==> src/rtl/suare_pkg.sv <==
// ----------------------------------------------------------------------------
// suare_pkg: shared types and constants for the sensor register access engine
// Item and result payloads, item kinds, status codes and the command word
// that travels from the front part to the back part.
// ----------------------------------------------------------------------------
package suare_pkg;

	// item kinds
	localparam logic [2:0] KIND_READ   = 3'd0;
	localparam logic [2:0] KIND_WRITE  = 3'd1;
	localparam logic [2:0] KIND_WDATA  = 3'd2;
	localparam logic [2:0] KIND_RXBYTE = 3'd3;
	localparam logic [2:0] KIND_TICK   = 3'd4;
	localparam logic [2:0] KIND_CALIB  = 3'd5;

	// status codes
	localparam logic [4:0] ST_NONE       = 5'd0;
	localparam logic [4:0] ST_OK         = 5'd1;
	localparam logic [4:0] ST_UNKNOWN    = 5'd11;
	localparam logic [4:0] ST_LEN_MISM   = 5'd12;
	localparam logic [4:0] ST_BUSY       = 5'd13;
	localparam logic [4:0] ST_ZERO_LEN   = 5'd14;
	localparam logic [4:0] ST_TIMEOUT    = 5'd15;
	localparam logic [4:0] ST_CALIB_LEN  = 5'd16;

	// link bytes
	localparam logic [7:0] SYNC_BYTE     = 8'hAA;
	localparam logic [7:0] DIR_WRITE     = 8'h00;
	localparam logic [7:0] DIR_READ      = 8'h01;
	localparam logic [7:0] HDR_READ_RESP = 8'hBB;
	localparam logic [7:0] HDR_STATUS    = 8'hEE;
	localparam logic [7:0] CALIB_MASK    = 8'hC0;
	localparam logic [7:0] SENSOR_ST_MAX = 8'h0A;

	// configuration registers
	localparam int         CFG_IDX_W       = 1;
	localparam int         CFG_DATA_W      = 16;
	localparam logic [CFG_IDX_W-1:0] CFG_TIMEOUT   = 1'd0;
	localparam logic [CFG_IDX_W-1:0] CFG_CALIB_REG = 1'd1;
	localparam logic [15:0] TIMEOUT_RESET   = 16'd1000;
	localparam logic [7:0]  CALIB_REG_RESET = 8'd53;

	// receive / request phase
	typedef enum logic [2:0] {
		PH_IDLE,
		PH_WDATA,
		PH_HDR,
		PH_PAY,
		PH_SKIP
	} phase_t;

	typedef struct packed {
		logic [2:0] kind;
		logic [7:0] reg_address;
		logic [7:0] length;
		logic [7:0] data_byte;
	} item_t;

	typedef struct packed {
		logic       tx_valid;
		logic [7:0] tx_byte;
		logic       rx_valid;
		logic [7:0] rx_byte;
		logic       rx_final;
		logic       done_res;
		logic [4:0] status;
		logic       calibrated;
		logic       ready_res;
		logic       last;
	} res_t;

	// command word: an optional single result, then an optional 4-byte frame
	typedef struct packed {
		logic       pre_v;
		logic       tx_valid;
		logic [7:0] tx_byte;
		logic       rx_valid;
		logic [7:0] rx_byte;
		logic       rx_final;
		logic       done_res;
		logic [4:0] status;
		logic       calibrated;
		logic       frm_v;
		logic [7:0] frm_dir;
		logic [7:0] frm_reg;
		logic [7:0] frm_len;
		logic       ready;
	} cmd_t;

endpackage

==> src/rtl/suare_front.sv <==
// ----------------------------------------------------------------------------
// suare_front: request and receive parser
// Holds the protocol state, classifies each accepted item and emits one
// command word per item that causes results.
// ----------------------------------------------------------------------------
module suare_front (
	input  logic                                   clk,
	input  logic                                   arst_n,
	input  logic                                   accept,
	input  suare_pkg::item_t                       item,
	input  logic                                   cfg_we,
	input  logic [suare_pkg::CFG_IDX_W-1:0]        cfg_index,
	input  logic [suare_pkg::CFG_DATA_W-1:0]       cfg_data,
	output logic                                   cmd_valid,
	output suare_pkg::cmd_t                        cmd
);

	suare_pkg::phase_t phase_q, phase_d;
	logic        busy_q, busy_d;
	logic [7:0]  req_len_q, req_len_d;
	logic [7:0]  bytes_left_q, bytes_left_d;
	logic        hdr_ee_q, hdr_ee_d;
	logic        calib_q, calib_d;
	logic [15:0] wait_q, wait_d;
	logic [15:0] timeout_q;
	logic [7:0]  calib_addr_q;

	logic [7:0]  bl_dec;
	logic [15:0] wait_inc;
	logic [15:0] lim;
	logic [4:0]  sensor_st;
	logic [7:0]  b;

	assign b        = item.data_byte;
	assign bl_dec   = bytes_left_q - 8'd1;
	assign wait_inc = (wait_q != 16'hFFFF) ? wait_q + 16'd1 : wait_q;
	assign lim      = (timeout_q == 16'd0) ? 16'd1 : timeout_q;
	assign sensor_st = (b >= 8'h01 && b <= suare_pkg::SENSOR_ST_MAX) ?
		b[4:0] : suare_pkg::ST_UNKNOWN;

	// classify the item and work out the next state
	always_comb begin
		phase_d      = phase_q;
		busy_d       = busy_q;
		req_len_d    = req_len_q;
		bytes_left_d = bytes_left_q;
		hdr_ee_d     = hdr_ee_q;
		calib_d      = calib_q;
		wait_d       = wait_q;
		cmd          = '0;
		case (item.kind)
			suare_pkg::KIND_READ, suare_pkg::KIND_WRITE, suare_pkg::KIND_CALIB: begin
				if (busy_q) begin
					cmd.pre_v    = 1'b1;
					cmd.done_res = 1'b1;
					cmd.status   = suare_pkg::ST_BUSY;
				end else if (item.kind != suare_pkg::KIND_CALIB && item.length == 8'd0) begin
					cmd.pre_v    = 1'b1;
					cmd.done_res = 1'b1;
					cmd.status   = suare_pkg::ST_ZERO_LEN;
				end else begin
					cmd.frm_v   = 1'b1;
					cmd.frm_dir = (item.kind == suare_pkg::KIND_WRITE) ?
						suare_pkg::DIR_WRITE : suare_pkg::DIR_READ;
					cmd.frm_reg = item.reg_address;
					cmd.frm_len = item.length;
					if (item.kind == suare_pkg::KIND_CALIB) begin
						calib_d     = 1'b1;
						cmd.frm_reg = calib_addr_q;
						cmd.frm_len = 8'd1;
					end
					busy_d = 1'b1;
					wait_d = '0;
					if (item.kind == suare_pkg::KIND_WRITE) begin
						req_len_d    = '0;
						bytes_left_d = item.length;
						hdr_ee_d     = 1'b0;
						phase_d      = suare_pkg::PH_WDATA;
					end else begin
						req_len_d = cmd.frm_len;
					end
				end
			end
			suare_pkg::KIND_WDATA: begin
				if (phase_q == suare_pkg::PH_WDATA) begin
					cmd.pre_v    = 1'b1;
					cmd.tx_valid = 1'b1;
					cmd.tx_byte  = b;
					wait_d       = '0;
					bytes_left_d = bl_dec;
					if (bl_dec == 8'd0) phase_d = suare_pkg::PH_IDLE;
				end
			end
			suare_pkg::KIND_RXBYTE: begin
				if (phase_q != suare_pkg::PH_WDATA) begin
					if (busy_q) wait_d = '0;
					case (phase_q)
						suare_pkg::PH_IDLE: begin
							if (b == suare_pkg::HDR_STATUS || b == suare_pkg::HDR_READ_RESP) begin
								hdr_ee_d = (b == suare_pkg::HDR_STATUS);
								phase_d  = suare_pkg::PH_HDR;
							end
						end
						suare_pkg::PH_HDR: begin
							phase_d  = suare_pkg::PH_IDLE;
							hdr_ee_d = 1'b0;
							if (hdr_ee_q) begin
								cmd.done_res = 1'b1;
								cmd.status   = sensor_st;
								if (busy_q) begin
									busy_d    = 1'b0;
									req_len_d = '0;
									wait_d    = '0;
									if (sensor_st != suare_pkg::ST_OK) calib_d = 1'b0;
									cmd.pre_v = 1'b1;
								end else begin
									cmd.pre_v = (sensor_st != suare_pkg::ST_OK);
								end
							end else if (busy_q && req_len_q != 8'd0 && b == req_len_q) begin
								bytes_left_d = b;
								phase_d      = suare_pkg::PH_PAY;
							end else begin
								if (busy_q) begin
									busy_d    = 1'b0;
									req_len_d = '0;
									calib_d   = 1'b0;
									wait_d    = '0;
								end
								bytes_left_d = b;
								if (b != 8'd0) phase_d = suare_pkg::PH_SKIP;
								cmd.pre_v    = 1'b1;
								cmd.done_res = 1'b1;
								cmd.status   = suare_pkg::ST_LEN_MISM;
							end
						end
						suare_pkg::PH_PAY: begin
							bytes_left_d = bl_dec;
							cmd.pre_v    = 1'b1;
							cmd.rx_valid = 1'b1;
							cmd.rx_byte  = b;
							if (bl_dec == 8'd0) begin
								phase_d      = suare_pkg::PH_IDLE;
								cmd.rx_final = 1'b1;
								cmd.done_res = 1'b1;
								cmd.status   = suare_pkg::ST_OK;
								if (calib_q) begin
									if (req_len_q != 8'd1) begin
										busy_d     = 1'b0;
										req_len_d  = '0;
										calib_d    = 1'b0;
										wait_d     = '0;
										cmd.status = suare_pkg::ST_CALIB_LEN;
									end else if ((b & suare_pkg::CALIB_MASK) ==
										suare_pkg::CALIB_MASK) begin
										busy_d         = 1'b0;
										req_len_d      = '0;
										calib_d        = 1'b0;
										wait_d         = '0;
										cmd.calibrated = 1'b1;
									end else begin
										// poll the calibration register again
										cmd.frm_v   = 1'b1;
										cmd.frm_dir = suare_pkg::DIR_READ;
										cmd.frm_reg = calib_addr_q;
										cmd.frm_len = 8'd1;
										req_len_d   = 8'd1;
										wait_d      = '0;
									end
								end else begin
									busy_d    = 1'b0;
									req_len_d = '0;
									wait_d    = '0;
								end
							end
						end
						suare_pkg::PH_SKIP: begin
							bytes_left_d = bl_dec;
							if (bl_dec == 8'd0) phase_d = suare_pkg::PH_IDLE;
						end
						default: begin
						end
					endcase
				end
			end
			suare_pkg::KIND_TICK: begin
				if (busy_q) begin
					wait_d = wait_inc;
					if (wait_inc >= lim) begin
						busy_d       = 1'b0;
						req_len_d    = '0;
						calib_d      = 1'b0;
						wait_d       = '0;
						phase_d      = suare_pkg::PH_IDLE;
						bytes_left_d = '0;
						hdr_ee_d     = 1'b0;
						cmd.pre_v    = 1'b1;
						cmd.done_res = 1'b1;
						cmd.status   = suare_pkg::ST_TIMEOUT;
					end
				end
			end
			default: begin
			end
		endcase
		cmd.ready = ~busy_d;
	end

	assign cmd_valid = accept && (cmd.pre_v || cmd.frm_v);

	// update protocol state on each accepted item
	always_ff @(posedge clk or negedge arst_n) begin
		if (!arst_n) begin
			phase_q      <= suare_pkg::PH_IDLE;
			busy_q       <= 1'b0;
			req_len_q    <= '0;
			bytes_left_q <= '0;
			hdr_ee_q     <= 1'b0;
			calib_q      <= 1'b0;
			wait_q       <= '0;
		end else if (accept) begin
			phase_q      <= phase_d;
			busy_q       <= busy_d;
			req_len_q    <= req_len_d;
			bytes_left_q <= bytes_left_d;
			hdr_ee_q     <= hdr_ee_d;
			calib_q      <= calib_d;
			wait_q       <= wait_d;
		end
	end

	// hold configuration registers
	always_ff @(posedge clk or negedge arst_n) begin
		if (!arst_n) begin
			timeout_q    <= suare_pkg::TIMEOUT_RESET;
			calib_addr_q <= suare_pkg::CALIB_REG_RESET;
		end else if (cfg_we) begin
			if (cfg_index == suare_pkg::CFG_TIMEOUT) timeout_q <= cfg_data;
			if (cfg_index == suare_pkg::CFG_CALIB_REG) calib_addr_q <= cfg_data[7:0];
		end
	end

endmodule

==> src/rtl/suare_cmd_fifo.sv <==
// ----------------------------------------------------------------------------
// suare_cmd_fifo: command queue between front and back
// Small register queue; the head entry is visible while not empty.
// ----------------------------------------------------------------------------
module suare_cmd_fifo #(
	parameter int DEPTH = 4
) (
	input  logic            clk,
	input  logic            arst_n,
	input  logic            wr_en,
	input  suare_pkg::cmd_t wr_data,
	input  logic            rd_en,
	output suare_pkg::cmd_t rd_data,
	output logic            full,
	output logic            empty
);

	localparam int PW = $clog2(DEPTH);
	localparam int CW = $clog2(DEPTH + 1);
	localparam logic [PW-1:0] LAST_PTR = PW'(DEPTH - 1);
	localparam logic [CW-1:0] DEPTH_C  = CW'(DEPTH);

	suare_pkg::cmd_t mem_q [DEPTH];
	logic [PW-1:0] wr_ptr_q, rd_ptr_q;
	logic [CW-1:0] count_q;

	assign full    = (count_q == DEPTH_C);
	assign empty   = (count_q == '0);
	assign rd_data = mem_q[rd_ptr_q];

	// store entries
	always_ff @(posedge clk) begin
		if (wr_en) mem_q[wr_ptr_q] <= wr_data;
	end

	// advance pointers and count
	always_ff @(posedge clk or negedge arst_n) begin
		if (!arst_n) begin
			wr_ptr_q <= '0;
			rd_ptr_q <= '0;
			count_q  <= '0;
		end else begin
			if (wr_en) wr_ptr_q <= (wr_ptr_q == LAST_PTR) ? '0 : wr_ptr_q + PW'(1);
			if (rd_en) rd_ptr_q <= (rd_ptr_q == LAST_PTR) ? '0 : rd_ptr_q + PW'(1);
			if (wr_en && !rd_en) count_q <= count_q + CW'(1);
			else if (!wr_en && rd_en) count_q <= count_q - CW'(1);
		end
	end

endmodule

==> src/rtl/suare_back.sv <==
// ----------------------------------------------------------------------------
// suare_back: command expander and result register
// Turns each command into its result transfers, one per cycle while each result
// is popped as it appears, and holds the oldest result until it is popped.
// ----------------------------------------------------------------------------
module suare_back (
	input  logic            clk,
	input  logic            arst_n,
	input  logic            cmd_avail,
	input  suare_pkg::cmd_t cmd,
	output logic            cmd_done,
	input  logic            pop,
	output logic            empty,
	output suare_pkg::res_t result
);

	logic [2:0]      step_q;
	logic            out_v_q;
	suare_pkg::res_t out_q;
	suare_pkg::res_t nxt;
	logic            load;
	logic            is_pre;
	logic [1:0]      idx;
	logic [2:0]      fidx;

	assign load   = cmd_avail && (!out_v_q || pop);
	assign is_pre = cmd.pre_v && (step_q == 3'd0);
	assign fidx   = cmd.pre_v ? step_q - 3'd1 : step_q;
	assign idx    = fidx[1:0];

	// build the next result of the head command
	always_comb begin
		nxt = '0;
		nxt.ready_res = cmd.ready;
		if (is_pre) begin
			nxt.tx_valid   = cmd.tx_valid;
			nxt.tx_byte    = cmd.tx_byte;
			nxt.rx_valid   = cmd.rx_valid;
			nxt.rx_byte    = cmd.rx_byte;
			nxt.rx_final   = cmd.rx_final;
			nxt.done_res   = cmd.done_res;
			nxt.status     = cmd.status;
			nxt.calibrated = cmd.calibrated;
			nxt.last       = ~cmd.frm_v;
		end else begin
			nxt.tx_valid = 1'b1;
			case (idx)
				2'd0:    nxt.tx_byte = suare_pkg::SYNC_BYTE;
				2'd1:    nxt.tx_byte = cmd.frm_dir;
				2'd2:    nxt.tx_byte = cmd.frm_reg;
				default: nxt.tx_byte = cmd.frm_len;
			endcase
			nxt.last = (idx == 2'd3);
		end
	end

	assign cmd_done = load && nxt.last;
	assign empty    = ~out_v_q;
	assign result   = out_q;

	// hold payload of the waiting result
	always_ff @(posedge clk) begin
		if (load) out_q <= nxt;
	end

	// advance step counter and output valid
	always_ff @(posedge clk or negedge arst_n) begin
		if (!arst_n) begin
			step_q  <= '0;
			out_v_q <= 1'b0;
		end else begin
			if (load) begin
				out_v_q <= 1'b1;
				step_q  <= nxt.last ? 3'd0 : step_q + 3'd1;
			end else if (pop) begin
				out_v_q <= 1'b0;
			end
		end
	end

endmodule

==> src/rtl/sensor_uart_register_access_engine_unit.sv <==
// An accepted item reaches its first result through the command queue, then
// the result register. Items are taken one per cycle while the command queue
// has room; results leave one per cycle while they are popped, so a request
// with its four frame bytes takes four results on the result side.
// Reset: protocol state idle and not busy, queue and result register empty,
// timeout_ticks 1000 and calib_reg_address 53.
// ----------------------------------------------------------------------------
// sensor_uart_register_access_engine_unit: sensor UART register access engine
// Front parser, command queue and result expander for the host side of the
// sensor register protocol.
// ----------------------------------------------------------------------------
module sensor_uart_register_access_engine_unit #(
	parameter int CMD_DEPTH = 4
) (
	input  logic                              clk,
	input  logic                              arst_n,
	input  logic                              push,
	output logic                              full,
	input  suare_pkg::item_t                  item,
	output logic                              empty,
	input  logic                              pop,
	output suare_pkg::res_t                   result,
	input  logic                              cfg_we,
	input  logic [suare_pkg::CFG_IDX_W-1:0]   cfg_index,
	input  logic [suare_pkg::CFG_DATA_W-1:0]  cfg_data
);

	logic            accept;
	logic            cmd_wr;
	suare_pkg::cmd_t cmd_in;
	suare_pkg::cmd_t cmd_head;
	logic            q_empty;
	logic            cmd_done;

	assign accept = push && !full;

	suare_front u_front (
		.clk       (clk),
		.arst_n    (arst_n),
		.accept    (accept),
		.item      (item),
		.cfg_we    (cfg_we),
		.cfg_index (cfg_index),
		.cfg_data  (cfg_data),
		.cmd_valid (cmd_wr),
		.cmd       (cmd_in)
	);

	suare_cmd_fifo #(
		.DEPTH (CMD_DEPTH)
	) u_fifo (
		.clk     (clk),
		.arst_n  (arst_n),
		.wr_en   (cmd_wr),
		.wr_data (cmd_in),
		.rd_en   (cmd_done),
		.rd_data (cmd_head),
		.full    (full),
		.empty   (q_empty)
	);

	suare_back u_back (
		.clk       (clk),
		.arst_n    (arst_n),
		.cmd_avail (~q_empty),
		.cmd       (cmd_head),
		.cmd_done  (cmd_done),
		.pop       (pop),
		.empty     (empty),
		.result    (result)
	);

endmodule
==> config.mk <==
export PLATFORM = sky130hd
export DESIGN_NAME = sensor_uart_register_access_engine_unit
export DESIGN_NICKNAME = d
export VERILOG_FILES = /design/src/rtl/suare_pkg.sv /design/src/rtl/suare_front.sv /design/src/rtl/suare_cmd_fifo.sv /design/src/rtl/suare_back.sv /design/src/rtl/sensor_uart_register_access_engine_unit.sv
export SDC_FILE = /design/constraint.sdc
export NUM_CORES = 1
export LEC_CHECK = 0
export BUFFER_PORTS_ARGS = -buffer_cell sky130_fd_sc_hd__buf_2
export CAP_MARGIN = 30
export CORE_ASPECT_RATIO = 0.5
export CORE_MARGIN = 1
export CORE_UTILIZATION = 50
export DETAILED_ROUTE_END_ITERATION = 7
export PLACE_DENSITY_LB_ADDON = 0.12
export SETUP_SLACK_MARGIN = 0.02
export SLEW_MARGIN = 20
export SYNTH_ARGS = -nofsm -noshare
export SYNTH_HDL_FRONTEND = slang
export SYNTH_HIERARCHICAL = 1
export SYNTH_SLANG_ARGS = --single-unit
==> constraint.sdc <==
create_clock -name clk -period 5.8 [get_ports clk]
set_input_delay 1.16 -clock clk [delete_from_list [all_inputs] [get_ports clk]]
set_output_delay 1.16 -clock clk [all_outputs]
set_load 0.02 [all_outputs]
==> out/metrics.cfg <==
[routing]
wl_mm=33.00
route.detailed.drc=0
vias=9127
vias_per_cell=5.930
drtPass1Iterations=5
drt_iter0_drc=693
detail-route-antenna-nets=0
wl_per_cell_um=21.44

[grt]
overflow=0
grt_max_degree=74
grt_usage_pct=22.41
grt_pass1_vias=8891
antenna_found_initial=2
grt_pass1_wl_mm=50.87

[run]
drv_cap=0

[final_layout]
syn_to_final_growth_pct=11.54
final_common_cell=edfxtp_1
final_cell_mix=edfxtp_1 (240), nand2_1 (81), buf_2 (77)
nFillCells=2230
final_layout_size_suffix_gt1_share_pct=21.11
fin_area_um2=16320
final_net_count=1212
fin_cells=1539

[clocking]
clk_path_buf_depth=3
htree_levels=1
cts_tree=built
clkTransAtPathRegs_ns=0.07
cts_setup_buffers=0
numClockSinks=313
hold_buffers=0
cts_buffers=28
cts_resized=0
clk_latency_ns=0.58
root_buffer=clkbuf_16

[timing]
slew_headroom_pct=40.41
max_freq_mhz=187.5
tightestPinTransition_ns=0.8856
setup-tns-final_ns=0
rsz0062_at_grt=false
finalCritPeriodShare_pct=91.96
maxSlewViolCount=0
hold_slack_ns=0.4908
hold_viol_final=0
fin_crit_ns=5.334
fin_ws_ns=0.4662
final-setup-viol-count=0
finalClockSkew_ns=0.02493

[floorplan]
coreArea_um2=28250
ios=79
dieArea_um2=29990
rows=43
die_w_um=243.9
die_y_um=123.0
initial_core_util_pct=51.79

[run_status]
status=completed

[power]
p_per_area_nw_per_um2=439.5
p_leak_uw=0.006097
ir_drop_mv=0.3079

[critical_path]
r2r-start=u_front/wait_q[4]
critical_path_class=flop to flop
cp.arrival_ns=5.78
path_buf_inv=1
cp_top_family=compound AO/OA/AOI/OAI gates
worstPathRequired_ns=6.25
r2r_setup_slack_ns=0.47
reg2reg_depth=15
cp_slowest_cell=o21ai_0
crit_fanout=9
slowest_delay_ns=0.60
reg2reg_to=u_fifo/count_q[1]
crit_top_cell=ha_1
worstSetupStartpointType=flop
worst_setup_path_end_kind=flop
path_cells=nand4_1 > or3_1 > o21ai_0 > nor3_1 > xor2_1 > ha_1 > a22o_1 > o41ai_1 > a311oi_2 > o311a_1 > o31a_1 > ha_1 > inv_1 > fa_1 > mux2_2

[min_path]
whs_path_depth=1
worstHoldPathType=flop to flop
hold_end=u_fifo/count_q[2]
hp-start=u_fifo/count_q[2]

[yosys]
ys_warn_count=6
synth_edf_count=240
synth_ff_type=edfxtp_1
netlist_instances=1061
synth.avg_cell_area_um2=13.79
syn-cell-area_um2=14630
seq_area_frac_synth_pct=61.84
synth-seq-cells=313
async_flop_share_pct=23.32
synthDistinctLibCells=80

[placement]
gp_congestion=0.9165
port_buffers=78
pre_cts_ws_ns=0.5516
hpwl_mm=21.92
placed_area_um2=15330
placedCellCount=1485

worst max-delay path by stage:
stage,from,end,slack (ns),cells after the start
2_1_floorplan,u_front/wait_q[0],u_fifo/mem_q[0][0],0.81,14
5_1_grt,u_front/wait_q[3],u_fifo/count_q[1],0.16,15
4_1_cts,u_front/wait_q[0],u_fifo/count_q[1],0.54,17
6_report,u_front/wait_q[4],u_fifo/count_q[1],0.47,15
3_3_place_gp,u_front/wait_q[0],u_fifo/count_q[1],0.66,17
3_5_place_dp,u_front/wait_q[6],u_fifo/count_q[1],0.55,15
area by class of cell:
class | count | area [um^2] | area share [%]
clock buffer | 32 | 715.7 | 4.386
clock inverter | 19 | 236.5 | 1.449
multi-input combinational | 647 | 5066 | 31.05
sequential | 313 | 9051 | 55.47
timing repair buffer | 93 | 571.8 | 3.504
antenna | 1 | 2.502 | 0.01534
inverter | 52 | 195.2 | 1.196
tap | 382 | 478.0 | 2.929
cell usage after synthesis, drive strengths merged, types with 13 or more instances:
cell,instances,area (um^2)
a21oi,51,262.8
and2,24,150.1
and3,29,181.4
buf,36,284.0
clkbuf,19,72.56
dfrtp,63,1577
edfxtp,240,7207
ha,27,337.8
inv,52,195.2
mux2,22,251.5
mux4,53,1212
nand2,81,304.0
nor2,40,155.1
nor2b,23,151.4
nor3,26,140.1
o21ai,65,332.8
o22ai,13,81.33
kinds of logic after synthesis:
group	after synthesis	synth area share, %
fa+ha+maj	28	2.446
mux	83	10.55
other cells	1	0.02563
buf+inv	107	3.772
xor+xnor	23	1.377
flops	313	61.84
compound gates	206	9.083
simple gates	300	10.90
registers in the layout (all words and copies together), names as in the netlist, 2 cells and up:
signal                cells
u_fifo/count_q            3
u_fifo/wr_ptr_q           2
u_back/step_q             3
u_front/bytes_left_q      8
u_front/req_len_q         8
u_fifo/rd_ptr_q           2
u_fifo/mem_q            212
u_front/timeout_q        16
u_front/phase_q           3
u_back/result            28
u_front/calib_addr_q      8
u_front/wait_q           16
worst register-to-register path, cell delays in order (launching register included):
cell and delay, ns:
dfrtp_1 0.44, nand4_1 0.31, or3_1 0.49, o21ai_0 0.60, nor3_1 0.13, xor2_1 0.19
ha_1 0.32, a22o_1 0.21, o41ai_1 0.36, a311oi_2 0.28, o311a_1 0.47, o31a_1 0.43
ha_1 0.26, inv_1 0.09, fa_1 0.38, mux2_2 0.27
report_power, final:
group	total, uW	internal, uW	switching [uW]
Clock	1920	1080	842
Combinational	2160	911	1250
Sequential	3090	2850	242
Total	7170	4840	2340
per-stage QoR:
stage                     util [%]  power (uW)
after global routing         57.77        7547
after global placement       54.28        5258
final                        57.77        7171
after floorplan                  -        4748
after CTS                    57.65        7236
after detailed placement     54.28        5305
routing by layer:
layer  vias to the layer above  GRT usage, %  part of all wire (%)  routed length, um
li1                       4180             -                     -                  -
met1                      4674         33.51                    47              15590
met2                       230         34.82                    46              15080
met3                        43         3.516                   5.4               1775
met4                         0         5.078                   1.7                550
met5                         -             0                     0                  0
Note: power is estimated with default switching activity, not from simulation.
